===== src/design/sqe_pkg.sv =====
`timescale 1ns / 1ps

package sqe_pkg;

    // Default number of ring entries.
    localparam int DEFAULT_STORE_DEPTH = 32;

    // Operation codes.
    localparam logic [2:0] OP_PUSH  = 3'd0;
    localparam logic [2:0] OP_PRINT = 3'd1;
    localparam logic [2:0] OP_PEEK  = 3'd2;
    localparam logic [2:0] OP_POP   = 3'd3;
    localparam logic [2:0] OP_SWAP  = 3'd4;

    // Status codes.
    localparam logic [1:0] ST_OK    = 2'd0;
    localparam logic [1:0] ST_EMPTY = 2'd1;
    localparam logic [1:0] ST_SHORT = 2'd2;
    localparam logic [1:0] ST_FULL  = 2'd3;

    // One request item.
    typedef struct packed {
        logic [2:0]         operation;
        logic signed [31:0] push_value;
    } request_t;

    // One result item.
    typedef struct packed {
        logic signed [31:0] element_value;
        logic               has_element;
        logic [1:0]         status;
        logic               last_result;
    } result_t;

endpackage


===== src/design/stack_queue_engine_core.sv =====
`timescale 1ns / 1ps

// Channel   | Direction | Handshake                     | Payload
// ----------+-----------+-------------------------------+---------------------
// request   | in        | request_valid / request_stall | sqe_pkg::request_t
// result    | out       | result_valid / result_stall   | sqe_pkg::result_t
// cfg       | in        | cfg_write_enable              | cfg_write_data
//
// Push, pop and invalid operations pass through the transfer, then the execute
// state that updates the ring and loads the result register. Peek adds the
// element state; swap adds the hold state and the write-back states, as it reads
// both entries and writes them back one access per cycle. Print-all streams one
// element per cycle from the registered read. A stalled result holds the sequencer.
// Reset clears the front index, the count, the mode and all control state.
module stack_queue_engine_core #(
    parameter int STORE_DEPTH = sqe_pkg::DEFAULT_STORE_DEPTH
) (
    input  logic              clk,
    input  logic              rst_n,
    input  logic              request_valid,
    output logic              request_stall,
    input  sqe_pkg::request_t request,
    output logic              result_valid,
    input  logic              result_stall,
    output sqe_pkg::result_t  result,
    input  logic              cfg_write_enable,
    input  logic              cfg_write_data
);

    import sqe_pkg::*;

    localparam int IDX_W = (STORE_DEPTH > 1) ? $clog2(STORE_DEPTH) : 1;
    localparam int CNT_W = $clog2(STORE_DEPTH + 1);
    localparam logic [CNT_W-1:0] FULL_COUNT = CNT_W'(STORE_DEPTH);
    localparam logic [IDX_W:0]   DEPTH_EXT  = (IDX_W + 1)'(STORE_DEPTH);
    localparam logic [IDX_W-1:0] LAST_INDEX = IDX_W'(STORE_DEPTH - 1);

    typedef enum logic [5:0] {
        S_IDLE    = 6'b000001,
        S_EXEC    = 6'b000010,
        S_ELEM    = 6'b000100,
        S_SWAP_B  = 6'b001000,
        S_SWAP_WA = 6'b010000,
        S_SWAP_WB = 6'b100000
    } state_t;

    state_t              state_reg, state_next;
    logic [2:0]          op_reg;
    logic signed [31:0]  value_reg;
    logic [IDX_W-1:0]    front_reg, front_next;
    logic [CNT_W-1:0]    count_reg, count_next;
    logic [IDX_W-1:0]    idx_reg, idx_next;
    logic                peek_reg, peek_next;
    logic                mode_reg;
    logic signed [31:0]  tmp_reg;
    logic                tmp_load;
    logic signed [31:0]  rd_data_reg;
    logic                result_valid_reg, result_valid_next;
    result_t             result_reg, result_next;
    logic                emit;
    logic                out_free;
    logic                mem_we, mem_re;
    logic [IDX_W-1:0]    mem_waddr, mem_raddr;
    logic signed [31:0]  mem_wdata;
    logic [IDX_W-1:0]    next_idx;
    logic                elem_last;

    logic signed [31:0]  store_mem [STORE_DEPTH];

    // Ring position of an offset from the front; both operands lie below the depth.
    function automatic logic [IDX_W-1:0] ring_pos(input logic [IDX_W-1:0] front,
                                                  input logic [IDX_W-1:0] offset);
        logic [IDX_W:0] sum;
        sum = {1'b0, front} + {1'b0, offset};
        if (sum >= DEPTH_EXT)
        begin
            sum = sum - DEPTH_EXT;
        end
        return sum[IDX_W-1:0];
    endfunction

    assign out_free      = !result_valid_reg || !result_stall;
    assign request_stall = (state_reg != S_IDLE);
    assign result_valid  = result_valid_reg;
    assign result        = result_reg;

    assign next_idx  = idx_reg + 1'b1;
    assign elem_last = peek_reg ||
                       ((IDX_W + 1)'(idx_reg) + 1'b1 == (IDX_W + 1)'(count_reg));

    // Sequencer: ring pointer updates, memory accesses and result loading.
    always_comb
    begin
        state_next  = state_reg;
        front_next  = front_reg;
        count_next  = count_reg;
        idx_next    = idx_reg;
        peek_next   = peek_reg;
        tmp_load    = 1'b0;
        mem_we      = 1'b0;
        mem_waddr   = front_reg;
        mem_wdata   = value_reg;
        mem_re      = 1'b0;
        mem_raddr   = front_reg;
        emit        = 1'b0;
        result_next = '{element_value: '0, has_element: 1'b0,
                        status: ST_OK, last_result: 1'b1};

        case (state_reg)
            S_IDLE:
            begin
                if (request_valid)
                begin
                    state_next = S_EXEC;
                end
            end

            S_EXEC:
            begin
                if (out_free)
                begin
                    state_next = S_IDLE;
                    case (op_reg)
                        OP_PUSH:
                        begin
                            emit = 1'b1;
                            if (count_reg == FULL_COUNT)
                            begin
                                result_next.status = ST_FULL;
                            end
                            else
                            begin
                                mem_we     = 1'b1;
                                count_next = count_reg + 1'b1;
                                if (mode_reg)
                                begin
                                    mem_waddr = ring_pos(front_reg, count_reg[IDX_W-1:0]);
                                end
                                else
                                begin
                                    front_next = (front_reg == '0) ? LAST_INDEX
                                                                   : front_reg - 1'b1;
                                    mem_waddr  = front_next;
                                end
                            end
                        end

                        OP_PRINT, OP_PEEK:
                        begin
                            if (count_reg == '0)
                            begin
                                emit = 1'b1;
                                if (op_reg == OP_PEEK)
                                begin
                                    result_next.status = ST_EMPTY;
                                end
                            end
                            else
                            begin
                                mem_re     = 1'b1;
                                idx_next   = '0;
                                peek_next  = (op_reg == OP_PEEK);
                                state_next = S_ELEM;
                            end
                        end

                        OP_POP:
                        begin
                            emit = 1'b1;
                            if (count_reg == '0)
                            begin
                                result_next.status = ST_EMPTY;
                            end
                            else
                            begin
                                front_next = ring_pos(front_reg, IDX_W'(1));
                                count_next = count_reg - 1'b1;
                            end
                        end

                        OP_SWAP:
                        begin
                            if (count_reg < CNT_W'(2))
                            begin
                                emit = 1'b1;
                                result_next.status = ST_SHORT;
                            end
                            else
                            begin
                                mem_re     = 1'b1;
                                state_next = S_SWAP_B;
                            end
                        end

                        default:
                        begin
                            emit = 1'b1;
                        end
                    endcase
                end
            end

            // Stream elements from the read register, one per transfer.
            S_ELEM:
            begin
                if (out_free)
                begin
                    emit = 1'b1;
                    result_next.element_value = rd_data_reg;
                    result_next.has_element   = 1'b1;
                    result_next.last_result   = elem_last;
                    if (elem_last)
                    begin
                        state_next = S_IDLE;
                    end
                    else
                    begin
                        mem_re    = 1'b1;
                        mem_raddr = ring_pos(front_reg, next_idx);
                        idx_next  = next_idx;
                    end
                end
            end

            // Hold the front element, read the second one.
            S_SWAP_B:
            begin
                tmp_load   = 1'b1;
                mem_re     = 1'b1;
                mem_raddr  = ring_pos(front_reg, IDX_W'(1));
                state_next = S_SWAP_WA;
            end

            // Second element goes to the front position.
            S_SWAP_WA:
            begin
                mem_we     = 1'b1;
                mem_waddr  = front_reg;
                mem_wdata  = rd_data_reg;
                state_next = S_SWAP_WB;
            end

            // Former front element goes to the second position.
            S_SWAP_WB:
            begin
                if (out_free)
                begin
                    mem_we     = 1'b1;
                    mem_waddr  = ring_pos(front_reg, IDX_W'(1));
                    mem_wdata  = tmp_reg;
                    emit       = 1'b1;
                    state_next = S_IDLE;
                end
            end

            default:
            begin
                state_next = S_IDLE;
            end
        endcase
    end

    // Result register valid: loaded on emit, cleared after its transfer.
    always_comb
    begin
        if (emit)
        begin
            result_valid_next = 1'b1;
        end
        else if (!result_stall)
        begin
            result_valid_next = 1'b0;
        end
        else
        begin
            result_valid_next = result_valid_reg;
        end
    end

    // Control registers.
    always_ff @(posedge clk or negedge rst_n)
    begin
        if (!rst_n)
        begin
            state_reg        <= S_IDLE;
            front_reg        <= '0;
            count_reg        <= '0;
            mode_reg         <= 1'b0;
            result_valid_reg <= 1'b0;
            idx_reg          <= '0;
            peek_reg         <= 1'b0;
        end
        else
        begin
            state_reg        <= state_next;
            front_reg        <= front_next;
            count_reg        <= count_next;
            result_valid_reg <= result_valid_next;
            idx_reg          <= idx_next;
            peek_reg         <= peek_next;
            if (cfg_write_enable)
            begin
                mode_reg <= cfg_write_data;
            end
        end
    end

    // Payload registers.
    always_ff @(posedge clk)
    begin
        if (state_reg == S_IDLE && request_valid)
        begin
            op_reg    <= request.operation;
            value_reg <= request.push_value;
        end
        if (emit)
        begin
            result_reg <= result_next;
        end
        if (tmp_load)
        begin
            tmp_reg <= rd_data_reg;
        end
    end

    // Ring memory: one write and one registered read per cycle.
    always_ff @(posedge clk)
    begin
        if (mem_we)
        begin
            store_mem[mem_waddr] <= mem_wdata;
        end
        if (mem_re)
        begin
            rd_data_reg <= store_mem[mem_raddr];
        end
    end

    // The count never exceeds the ring depth.
    assert property (@(posedge clk) disable iff (!rst_n)
        count_reg <= FULL_COUNT)
        else $error("element count exceeds store depth");

    // The front index stays inside the ring.
    assert property (@(posedge clk) disable iff (!rst_n)
        {1'b0, front_reg} < DEPTH_EXT)
        else $error("front index outside ring");

    // A result that carries an element always reports success.
    assert property (@(posedge clk) disable iff (!rst_n)
        result_valid_reg && result_reg.has_element |-> result_reg.status == ST_OK)
        else $error("element result with error status");

    // An accepted request is always decoded in the following cycle.
    assert property (@(posedge clk) disable iff (!rst_n)
        request_valid && !request_stall |=> state_reg == S_EXEC)
        else $error("accepted request not executed");

    // The final element of a listing returns the sequencer to idle.
    assert property (@(posedge clk) disable iff (!rst_n)
        state_reg == S_ELEM && out_free && elem_last |=> state_reg == S_IDLE)
        else $error("sequencer did not return to idle after last element");

endmodule

===== config.mk =====
export PLATFORM = sky130hd
export DESIGN_NAME = stack_queue_engine_core
export DESIGN_NICKNAME = d
export VERILOG_FILES = /design/src/design/sqe_pkg.sv /design/src/design/stack_queue_engine_core.sv
export SDC_FILE = /design/constraint.sdc
export NUM_CORES = 2
export LEC_CHECK = 0
export BUFFER_PORTS_ARGS = -buffer_cell sky130_fd_sc_hd__clkbuf_2
export CORE_MARGIN = 5
export CORE_UTILIZATION = 60
export DETAILED_ROUTE_END_ITERATION = 10
export PLACE_DENSITY = 0.75
export SYNTH_ARGS = -nofsm -noshare
export SYNTH_HDL_FRONTEND = slang
export SYNTH_SLANG_ARGS = --single-unit
export TNS_END_PERCENT = 50

===== constraint.sdc =====
create_clock -name clk -period 6.59 [get_ports clk]
set_clock_uncertainty 0.05 [all_clocks]
set_input_delay 0.659 -clock clk [delete_from_list [all_inputs] [get_ports clk]]
set_output_delay 0.659 -clock clk [all_outputs]
set_load 0.01 [all_outputs]

# --- After elaboration in Yosys (flattened, before gate mapping) ---
# Memory sizes are Yosys's and may differ from the RTL's. A register that Yosys moved wholly into a read port is not among the register bits.
# Cells that the tools add are included.
word_totals:
  reg_bits: 128
  mem_bits_rw: 1024
  input_bits: 41
  out_inout_bits: 38
  mem_count: 1
classes:
  addsub: 11
  magnitude_cmp: 4
  eq_ne: 25
  muxes: 66
  n_bitwise: 1
  n_reduce_logical: 19
mem_list:
  columns: ["name", "depth", "word_bits", "rd", "rd_clocked_by_memory_dff", "write_ports", "line", "text"]
  rows:
  - ["store_mem", 32, 32, 1, 1, 1, "stack_queue_engine_core.sv:68", "logic signed [31:0] store_mem [STORE_DEPTH];"]
op_table:
  columns: ["operator", "n"]
  rows:
  - ["5-bit 2-to-1 mux", 19]
  - ["32-bit one-hot mux with 2 select lines", 1]
  - ["6-bit 2-to-1 mux", 7]
  - ["5-bit one-hot mux with 2 select lines", 4]
  - ["6-bit one-hot mux with 6 select lines", 1]
  - ["32-bit 2-to-1 mux", 1]
  - ["1-bit 2-to-1 mux", 21]
  - ["2-bit inequality test (second input constant)", 10]
  - ["5-bit by 1-bit subtractor with 5-bit output (second input constant)", 4]
  - ["6-bit greater-or-equal comparator (second input constant)", 3]
  - ["5-bit by 1-bit adder with 6-bit output (second input constant)", 2]
  - ["5-bit by 5-bit adder with 6-bit output", 2]
  - ["6-bit equality test (second input constant)", 2]
  - ["6-bit one-hot mux with 2 select lines", 1]
  - ["6-bit AND reduction", 2]
  - ["5-bit AND reduction", 2]
  - ["2-bit one-hot mux with 4 select lines", 1]
  - ["4-bit one-hot mux with 2 select lines", 1]
  - ["6-bit by 1-bit adder with 6-bit output (second input constant)", 1]
  - ["3-bit by 2-bit equality test with 1-bit output (second input constant)", 2]
  - ["6-bit by 1-bit equality test with 1-bit output (second input constant)", 1]
  - ["6-bit by 2-bit equality test with 1-bit output (second input constant)", 1]
  - ["6-bit by 3-bit equality test with 1-bit output (second input constant)", 1]
  - ["6-bit by 4-bit equality test with 1-bit output (second input constant)", 1]
  - ["25 further kinds", 35]

# --- Logic depth before layout (Yosys ltp) ---
logic_depth:
  depth_word: 8
  mapped_depth: 16
  depth_no_buf: 13

# --- Worst setup path after synthesis ---
# Ideal clock, no wire load.
synth_timing:
  kind: "register -> register"
  startpoint: "register state_reg[2]"
  endpoint: "memory store_mem[10][0], enable pin"
  setup_ns: 0.461
  arrival_time_ns: 5.025
  required_time_ns: 6.079
  path_slack_ns: 1.054
  stages_incl_launch_ff: 11
  path_buffers: 3
  synth_period_minus_slack_ns: 5.536
  cell_sequence: "dfrtp_1 clkbuf_1 nor4_1 nand4b_1 or3_1 clkbuf_1 and2_1 o21bai_1 a221o_1 clkbuf_1 nor3_1"
synth_via:
  elab_chain_cells: 4
synth_rtl:
  columns: ["item", "line", "text"]
  rows:
  - ["from (decl)", "stack_queue_engine_core.sv:47", "state_t state_reg, state_next;"]
  - ["from (signal assigned)", "stack_queue_engine_core.sv:295", "state_reg <= state_next;"]
  - ["6-bit equality test, or another cell as far along", "stack_queue_engine_core.sv:109", "case (state_reg)"]
  - ["1-bit one-hot mux with 3 select lines", "stack_queue_engine_core.sv:109", null]
  - ["1-bit 2-to-1 mux", "stack_queue_engine_core.sv:329", "if (mem_we)"]
  - ["1-bit 2-to-1 mux (implied by the code)", "stack_queue_engine_core.sv:331", "store_mem[mem_waddr] <= mem_wdata;"]
  - ["to (decl)", "stack_queue_engine_core.sv:68", null]
# Several ways; a longest one is shown, not always the timed one.

# --- Worst setup path after layout ---
layout_timing:
  startpoint: "register idx_reg[0]"
  endpoint: "register rd_data_reg[24], read port of store_mem, data pin"
layout_via:
  elab_chain_cells: 7
layout_rtl:
  columns: ["item", "line", "text"]
  rows:
  - ["from (decl)", "stack_queue_engine_core.sv:52", "logic [IDX_W-1:0] idx_reg, idx_next;"]
  - ["from (signal assigned)", "stack_queue_engine_core.sv:299", "idx_reg <= idx_next;"]
  - ["5-bit by 1-bit adder with 5-bit output", "stack_queue_engine_core.sv:87", "assign next_idx = idx_reg + 1'b1;"]
  - ["5-bit by 5-bit adder with 6-bit output", "stack_queue_engine_core.sv:74", "sum = {1'b0, front} + {1'b0, offset};"]
  - ["5-bit by 1-bit subtractor with 5-bit output or 6-bit greater-or-equal comparator (tied branches)", "stack_queue_engine_core.sv:77, stack_queue_engine_core.sv:75", null]
  - ["5-bit 2-to-1 mux", "stack_queue_engine_core.sv:75", "if (sum >= DEPTH_EXT)"]
  - ["5-bit 2-to-1 mux", "stack_queue_engine_core.sv:212", "if (elem_last)"]
  - ["5-bit 2-to-1 mux", "stack_queue_engine_core.sv:206", "if (out_free)"]
  - ["5-bit one-hot mux with 2 select lines", "stack_queue_engine_core.sv:109", null]
  - ["to (decl)", "stack_queue_engine_core.sv:57", "logic signed [31:0] rd_data_reg;"]
# Several ways; a longest one is shown, not always the timed one.
# A chain may end at the register's enable or synchronous reset.

==> impl_metrics.csv <==
group,metric,value,unit
status,status,"completed",
floorplan,die_h,293,um
final_layout,largest_reg_flops,1024,
floorplan,ios,79,
pwr,p_leak,18.4,nW
flow_run,cap_violations,0,
logic_synthesis,synth_area,48000,um^2
clock_tree,clockBufferDepth,3,
detailed_routing,via_count,31139,
logic_synthesis,synth_seq_cells,1184,
pwr,p_switching,8.32,mW
global_route,grt_pass1_vias,29898,
setup_path,rrSetupSlack,1.29,ns
sta,fin_crit,5.30,ns
sta,hold_viol,0,
sta,final-setup-viol-count,0,
detailed_routing,first_iter_violations,4982,
detailed_routing,drt-total-wl,134000,um
clock_tree,cts-root-buf,"clkbuf_16",
logic_synthesis,yosysWarnings,0,
sta,drv_slew,0,
sta,max_slew.worst_pin.slew,1.37,ns
global_route,grt_max_degree,209,
clock_tree,path_clk_slew,0.06,ns
pwr,p_comb_share,33.7,%
sta,fin_crit_sh,80.5,%
logic_synthesis,synth-edff-count,1159,
logic_synthesis,synth_most_common_cell,"edfxtp_1",
pwr,power_switching_share,36.5,%
placement,place_area,49800,um^2
setup_path,critPathRequiredTime,6.99,ns
pwr,p_per_area,428,nW/um^2
final_layout,final_nets,3413,
setup_path,path_max_fanout,42,
pwr,p_seq_share,39.8,%
final_layout,multiInputGateArea,11600,um^2
clock_tree,hold_buffers,1,
detailed_routing,ant_nets,0,
logic_synthesis,syn_nets,3376,
global_route,overflow,0,
logic_synthesis,synth_cell_types,70,
detailed_routing,drt_first_pass_iters,6,
final_layout,regArea,35400,um^2
floorplan,rows,103,
floorplan,core_region_area,79100,um^2
logic_synthesis,syn_avg_cell_area,14.5,um^2
clock_tree,cts_buffers,114,
setup_path,cp_top_family,"simple AND/OR/NAND/NOR gates",
floorplan,die-width,293,um
placement,gp_congestion,0.894,
pwr,internal-power,14.5,mW
logic_synthesis,synthArstFlopShare,2.11,%
logic_synthesis,synth_top_area_cell,"edfxtp_1",
clock_tree,post_cts_buffers,0,
detailed_routing,wl_per_cell,29.7,um
pwr,p_clk_share,26.6,%
final_layout,n_antenna_cell,0,
placement,dp_hpwl,75300,um
final_layout,areaGrowthSynthToFinish,11.0,%
sta,final.setup.tns,0,ns
sta,max_slew_margin,8.67,%
logic_synthesis,synth_area_leaders,"edfxtp_1 73%, nand2_1 3.8%, and3_1 3.7%",
setup_path,crit_path_top_delay_cell,"or3_2",
placement,portBuffers,78,
final_layout,fin_area,53300,um^2
global_route,antenna_found_initial,2,
logic_synthesis,synth_top_area_share,72.5,%
setup_path,crit_chain,"ha_1 -> xor3_1 -> nor3_1 -> and4_1 -> a21oi_4 -> inv_2 -> a311o_2 -> buf_4 -> or3_2 -> o22ai_1 -> nor4_1",
final_layout,drive_above_1_share,12.7,%
clock_tree,cts_resized,0,
global_route,grt_usage,30.4,%
floorplan,initial_core_util,60.6,%
setup_path,max_stage_delay,0.97,ns
clock_tree,h-tree-depth,3,
sta,max_freq,0.189,GHz
setup_path,path_class,"flip-flop to flip-flop",
floorplan,die_area,85700,um^2
setup_path,critPathCaptureType,"flip-flop",
logic_synthesis,yosysSeqAreaShare,73.8,%
pwr,ir_drop,0.435,mV
sta,rsz0062_at_grt,"false",
detailed_routing,vias_per_cell,6.92,
detailed_routing,drc_errors,0,
final_layout,n_fill_cell,5240,
logic_synthesis,syn_inst,3317,
logic_synthesis,synth_common_cells,"1159 x edfxtp_1, 480 x nand2_1, 285 x and3_1, 226 x a211oi_1, 189 x clkbuf_1",
clock_tree,clock_latency,0.69,ns
logic_synthesis,ys.flop_type,"edfxtp_1",
setup_path,start_kind,"flip-flop",
setup_path,cp.arrival,5.70,ns
setup_path,path_buf_inv,2,
global_route,grt_pass1_wl,195000,um
min_path,hold_class,"primary input to flip-flop",
clock_tree,tritoncts,"built",
clock_tree,cts_sinks,1184,
## per-stage QoR
step           total power [mW]  utilization, %  hold slack [ns]  std cells  setup WS (ns)
6_report                   22.8            67.3            0.102       4499           1.29
5_1_grt                    23.6            67.3           0.0832       4499           1.21
4_1_cts                    22.6            67.3           0.0718       4499           1.47
3_5_place_dp               16.6            63.0            0.445       4287           1.44
3_3_place_gp               16.4            63.0            0.444       4287           1.60
2_1_floorplan              14.2               -            0.313       3317           1.05
## routing by layer
metal,GRT usage [%],wire (um),up-vias
met3,7.64,18300,353
li1,-,-,13096
met5,0,0,-
met1,42.9,49300,15409
met2,47.0,61000,2281
met4,10.7,5090,0
## worst register-to-register path, stage by stage, from the launching register on
cell and delay [ns]:
dfrtp_1 0.46, ha_1 0.26, xor3_1 0.24, nor3_1 0.26, and4_1 0.40, a21oi_4 0.15, inv_2 0.24, a311o_2 0.72
buf_4 0.62, or3_2 0.98, o22ai_1 0.29, nor4_1 0.41
## area by class of cell
cell class                 count  area share (%)
timing repair buffer         188            2.57
multi-input combinational   1843            21.8
clock buffer                 145            5.57
clock inverter                66           0.871
inverter                      23           0.162
sequential                  1184            66.5
tap                         1050            2.47
## power groups by stage
stage / Combinational (mW) / Sequential [mW] / Clock (mW)
5_1_grt: 8.13 / 9.08 / 6.43
4_1_cts: 7.49 / 9.06 / 6.09
2_1_floorplan: 5.06 / 9.11 / 0
3_3_place_gp: 7.23 / 9.21 / 0
3_5_place_dp: 7.43 / 9.22 / 0
6_report: 7.68 / 9.06 / 6.06
## logic make-up (layout without fill, tap and decap cells)
| family | after synthesis | count (layout) | synth area share [%] |
|---|---|---|---|
| flip-flops | 1184 | 1184 | 73.8 |
| AND/OR/NAND/NOR | 1003 | 1003 | 10.5 |
| AO/OA/AOI/OAI | 749 | 749 | 11.1 |
| buffers and inverters | 290 | 422 | 2.52 |
| multiplexers | 45 | 45 | 0.954 |
| XOR/XNOR | 28 | 28 | 0.542 |
| adder cells (fa/ha/maj) | 18 | 18 | 0.516 |
## placed cells by master, fill, tap and decap left out, drive strengths merged, types with 34 or more instances in the layout
master / n
a2111oi: 64
o21bai: 34
clkinv: 56
clkbuf: 223
edfxtp: 1159
and3: 285
a31oi: 125
o21ai: 78
nor3: 46
nand2: 481
buf: 109
and2: 35
a211oi: 227
a21oi: 53
mux2i: 39
nand3: 73
## path summary, 6_finish.rpt
check / startpoint / cells past startpoint / endpoint
setup / recovery: idx_reg[0] / 11 / rd_data_reg[24]
hold / removal: request[15] / 1 / value_reg[15]
setup reg to reg: idx_reg[0] / 11 / rd_data_reg[24]
hold reg to reg: rd_data_reg[13] / 0 / tmp_reg[13]
max in group asynchronous: rst_n / 2 / count_reg[0]
min in group asynchronous: rst_n / 2 / mode_reg
(Power assumes the default switching activity.)
